$ cat config.mk
export PLATFORM = sky130hd
export DESIGN_NAME = grdda_queue
export DESIGN_NICKNAME = d
export VERILOG_FILES = /design/src/sv/grdda_pkg.sv /design/src/sv/grdda_queue.sv
export SDC_FILE = /design/constraint.sdc
export NUM_CORES = 1
export LEC_CHECK = 0
export BUFFER_PORTS_ARGS = -buffer_cell sky130_fd_sc_hd__clkbuf_2
export CELL_PAD_IN_SITES_DETAIL_PLACEMENT = 1
export CELL_PAD_IN_SITES_GLOBAL_PLACEMENT = 1
export CORE_ASPECT_RATIO = 2
export CORE_UTILIZATION = 45
export DETAILED_ROUTE_END_ITERATION = 10
export PLACE_DENSITY = 0.89
export SETUP_SLACK_MARGIN = 0.15
export SKIP_CTS_REPAIR_TIMING = 1
export SLEW_MARGIN = 0
export SYNTH_ARGS = -nofsm -noshare
export SYNTH_HDL_FRONTEND = slang
export SYNTH_SLANG_ARGS = --single-unit
$ cat constraint.sdc
create_clock -name clk -period 10.3 [get_ports clk]
set_input_delay 1.545 -clock clk [delete_from_list [all_inputs] [get_ports clk]]
set_output_delay 1.545 -clock clk [all_outputs]
set_load 0.05 [all_outputs]
$ cat src/sv/grdda_pkg.sv
// grdda_pkg: shared types and constants for the grid ray traversal unit
// no dependencies
package grdda_pkg;
    localparam int MAP_SIDE_DEF  = 64;
    localparam int FRAC_BITS_DEF = 16;
    localparam int POS_W   = 22;
    localparam int DIR_W   = 18;
    localparam int DELTA_W = 32;
    localparam int SIDE_W  = 40;
    localparam int DIST_W  = 32;
    localparam int IDX_W   = 6;

    localparam logic OP_WRITE = 1'b0;
    localparam logic OP_CAST  = 1'b1;

    // one classified item handed from front to back
    typedef struct packed {
        logic                       is_cast;
        logic [IDX_W-1:0]           cell_x;
        logic [IDX_W-1:0]           cell_y;
        logic                       cell_wall;
        logic [POS_W-1:0]           pos_x;
        logic [POS_W-1:0]           pos_y;
        logic signed [DIR_W-1:0]    dir_x;
        logic signed [DIR_W-1:0]    dir_y;
        logic [DELTA_W-1:0]         delta_x;
        logic [DELTA_W-1:0]         delta_y;
    } grdda_item_t;

    typedef struct packed {
        logic                wall_found;
        logic [IDX_W-1:0]    hit_x;
        logic [IDX_W-1:0]    hit_y;
        logic                hit_side;
        logic [DIST_W-1:0]   perp_distance;
    } grdda_result_t;
endpackage

$ cat src/sv/grdda_queue.sv
// grdda_queue: two-entry item queue between front and back
// depends on grdda_pkg
module grdda_queue (
    input  logic                   clk,
    input  logic                   rst_n,
    input  logic                   in_valid,
    output logic                   in_ready,
    input  grdda_pkg::grdda_item_t in_item,
    output logic                   out_valid,
    input  logic                   out_ready,
    output grdda_pkg::grdda_item_t out_item
);
    import grdda_pkg::*;

    grdda_item_t slot_reg [2];
    logic        wr_ptr_reg, rd_ptr_reg;
    logic [1:0]  count_reg;
    logic        push, pop;

    assign in_ready  = (count_reg != 2'd2);
    assign out_valid = (count_reg != 2'd0);
    assign out_item  = slot_reg[rd_ptr_reg];
    assign push = in_valid && in_ready;
    assign pop  = out_valid && out_ready;

    always_ff @(posedge clk)
    begin
        if (push)
        begin
            slot_reg[wr_ptr_reg] <= in_item;
        end
    end

    always_ff @(posedge clk or negedge rst_n)
    begin
        if (!rst_n)
        begin
            wr_ptr_reg <= 1'b0;
            rd_ptr_reg <= 1'b0;
            count_reg  <= 2'd0;
        end
        else
        begin
            if (push) wr_ptr_reg <= ~wr_ptr_reg;
            if (pop)  rd_ptr_reg <= ~rd_ptr_reg;
            count_reg <= count_reg + {1'b0, push} - {1'b0, pop};
        end
    end

    a_no_overflow: assert property (@(posedge clk) disable iff (!rst_n)
        count_reg == 2'd2 |-> !in_ready) else $error("queue overflow");
    a_count_range: assert property (@(posedge clk) disable iff (!rst_n)
        count_reg != 2'd3) else $error("queue count invalid");
    a_push_count: assert property (@(posedge clk) disable iff (!rst_n)
        push && !pop |=> count_reg == $past(count_reg) + 2'd1)
        else $error("queue push lost");
endmodule

==> impl_metrics.yaml <==
place:
  place_congestion: 0.758
  port_buffers: 321
  dpl.hpwl_mm: 19.4
timing:
  setup_viol: 0
  finalCritPeriodShare_pct: 44.7
  drv_slew: 0
  fin_crit_ns: 4.61
  tightest_slew_ns: 1.05
  tns_ns: 0
  rsz0062_at_grt: "false"
  relSlewSlack_pct: 29.8
  clock.fmax_mhz: 217
  finClkSkew_ns: 0.00874
  hold_violations: 0
routing:
  viasPerCell: 4.84
  routedWlPerCell_um: 22.4
  num_vias: 5907
  drt_wl_total_mm: 27.4
  drcViolationCount: 0
  drt-initial-drc-count: 241
  dr.pass1.iters: 4
  ant_nets: 0
hold_path:
  hold_path_end: "count_reg[0]"
  hold_path.class: "flip-flop to flip-flop"
  worstHoldStart: "count_reg[0]"
  hold_depth: 1
grt:
  grt_pass1_vias: 6679
  grt-ovfl-total: 0
  antenna_found_initial: 10
  grt_max_degree: 77
  grt_pass1_wl_mm: 38.9
  grt_use_total_pct: 19.4
floorplan:
  die_w_um: 118
  design.core.area_um2: 26300
  dieArea_um2: 27400
  rows: 84
  start_util_pct: 45.8
  die_h_um: 233
  ioPinCount: 322
logic_synthesis:
  synth_largest_area_cell: "edfxtp_1"
  postSynthAreaPerCell_um2: 23.6
  synth_area_um2: 12000
  ys_seq_elements: 320
  synth_fp_nets: 673
  synthTopCellsByArea: "edfxtp_1 79%, mux2_4 13%, mux2_2 5.3%"
  syn_inst: 509
  ys_seq_area_share_pct: 79.8
  yosysTopAreaCellShare_pct: 78.9
  synthDistinctLibCells: 16
  ys.warnings.count: 0
critical_path:
  cp_cell_sequence: "buf_4 > mux2_2 > clkbuf_2"
  reg2reg_depth: 4
  slowest_delay_ns: 0.85
  r2r_setup_slack_ns: 7.77
  critical_path_arrival_ns: 3.06
  required_ns: 8.76
  crit_path_end_kind: "primary output"
  critPathLaunchType: "flip-flop"
  r2r-end: "slot_reg[0][130]"
  cp_max_fo: 64
  reg2reg_from: "count_reg[1]"
  path_class: "flip-flop to primary output"
  worst_path_max_delay_cell: "dfrtp_4"
pwr:
  power_density_nw_per_um2: 344
  p_leak_nw: 5.89
  vdd_drop_max_v: 0.000291
clock_network:
  cts_tree: "done"
  cts_max_level: 1
  numCtsBuffers: 28
  cts_root_buf: "clkbuf_16"
  cts_max_path_buffers: 3
  clk_latency_ns: 0.54
  path_clk_slew_ns: 0.06
  clock-sinks: 320
layout:
  nets: 1012
  largest_register_ffs: 316
  post-route-util_pct: 56.5
  final_cell_mix: "321 x clkbuf_2, 316 x edfxtp_1, 101 x mux2_4, 57 x mux2_2, 29 x clkbuf_16"
  syn_to_final_growth_pct: 23.5
  layout-drive-gt1-share_pct: 61.4
  final_common_cell: "clkbuf_2"
run:
  maxCapViolations: 0
outcome:
  outcome: "finished, final reports clean"
-- final cells by class --
class | instances | area (um^2)
Sequential cell | 320 | 9590
Inverter | 1 | 3.75
Timing Repair Buffer | 327 | 1650
Multi-Input combinational cell | 170 | 2260
Fill cell | 2474 | 11400
Clock inverter | 19 | 150
Clock buffer | 33 | 741
Antenna cell | 7 | 17.5
Tap cell | 344 | 430
-- stage by stage --
step	setup slack, ns	total power, mW	instances	cell area, um^2	hold slack (ns)
after floorplan	1.40	3.75	509	12000	0.461
after global placement	6.29	4.07	1162	13900	0.494
after detailed placement	6.26	4.14	1162	13900	0.526
after CTS	5.65	5.17	1214	14800	0.540
after global routing	5.57	5.28	1221	14900	0.564
final	5.69	5.12	1221	14900	0.533
-- per-layer routing --
metal	global-route usage [%]	part of all wire [%]	up-vias
li1	-	-	2709
met1	17.1	30	2887
met2	39.9	60	237
met3	4.25	5.4	64
met4	9.82	4.3	10
met5	0	0.25	-
-- worst max-delay path by stage --
stage,from,endpoint,cells after the start
final,rd_ptr_reg,out_item[8],3
after global routing,rd_ptr_reg,out_item[34],3
after CTS,rd_ptr_reg,out_item[16],3
after detailed placement,rd_ptr_reg,out_item[34],3
after global placement,rd_ptr_reg,out_item[145],3
after floorplan,in_valid,slot_reg[0][0],2
-- where the power goes --
| group | total [mW] | switching (mW) | internal, mW |
|---|---|---|---|
| Clock | 1.01 | 0.447 | 0.565 |
| Sequential | 1.90 | 0.118 | 1.79 |
| Combinational | 2.20 | 1.56 | 0.637 |
-- critical path, delay by kind of cell (launching register included) --
| family | cells | cell delay, ns |
|---|---|---|
| buffers and inverters | 2 | 1.07 |
| flip-flops | 1 | 0.85 |
| multiplexers | 1 | 0.43 |
-- logic make-up after synthesis --
| group | count (synthesis) | share of synthesized area, % |
|---|---|---|
| buf+inv | 19 | 1.51 |
| xor+xnor | 4 | 0.291 |
| flops | 320 | 79.8 |
| mux | 158 | 18.0 |
| fa+ha+maj | 2 | 0.208 |
| simple gates | 6 | 0.271 |
-- synth_stat cells --
cell type	number
edfxtp_1	316
mux2_4	101
mux2_2	57
buf_6	14
buf_2	4
dfrtp_1	4
xnor2_1	3
ha_1	2
and2_1	1
and3_1	1
inv_1	1
nand2_1	1
nand2b_1	1
nor2_1	1
or2_2	1
xor2_1	1
No activity file was read; power rests on OpenSTA's default activity.
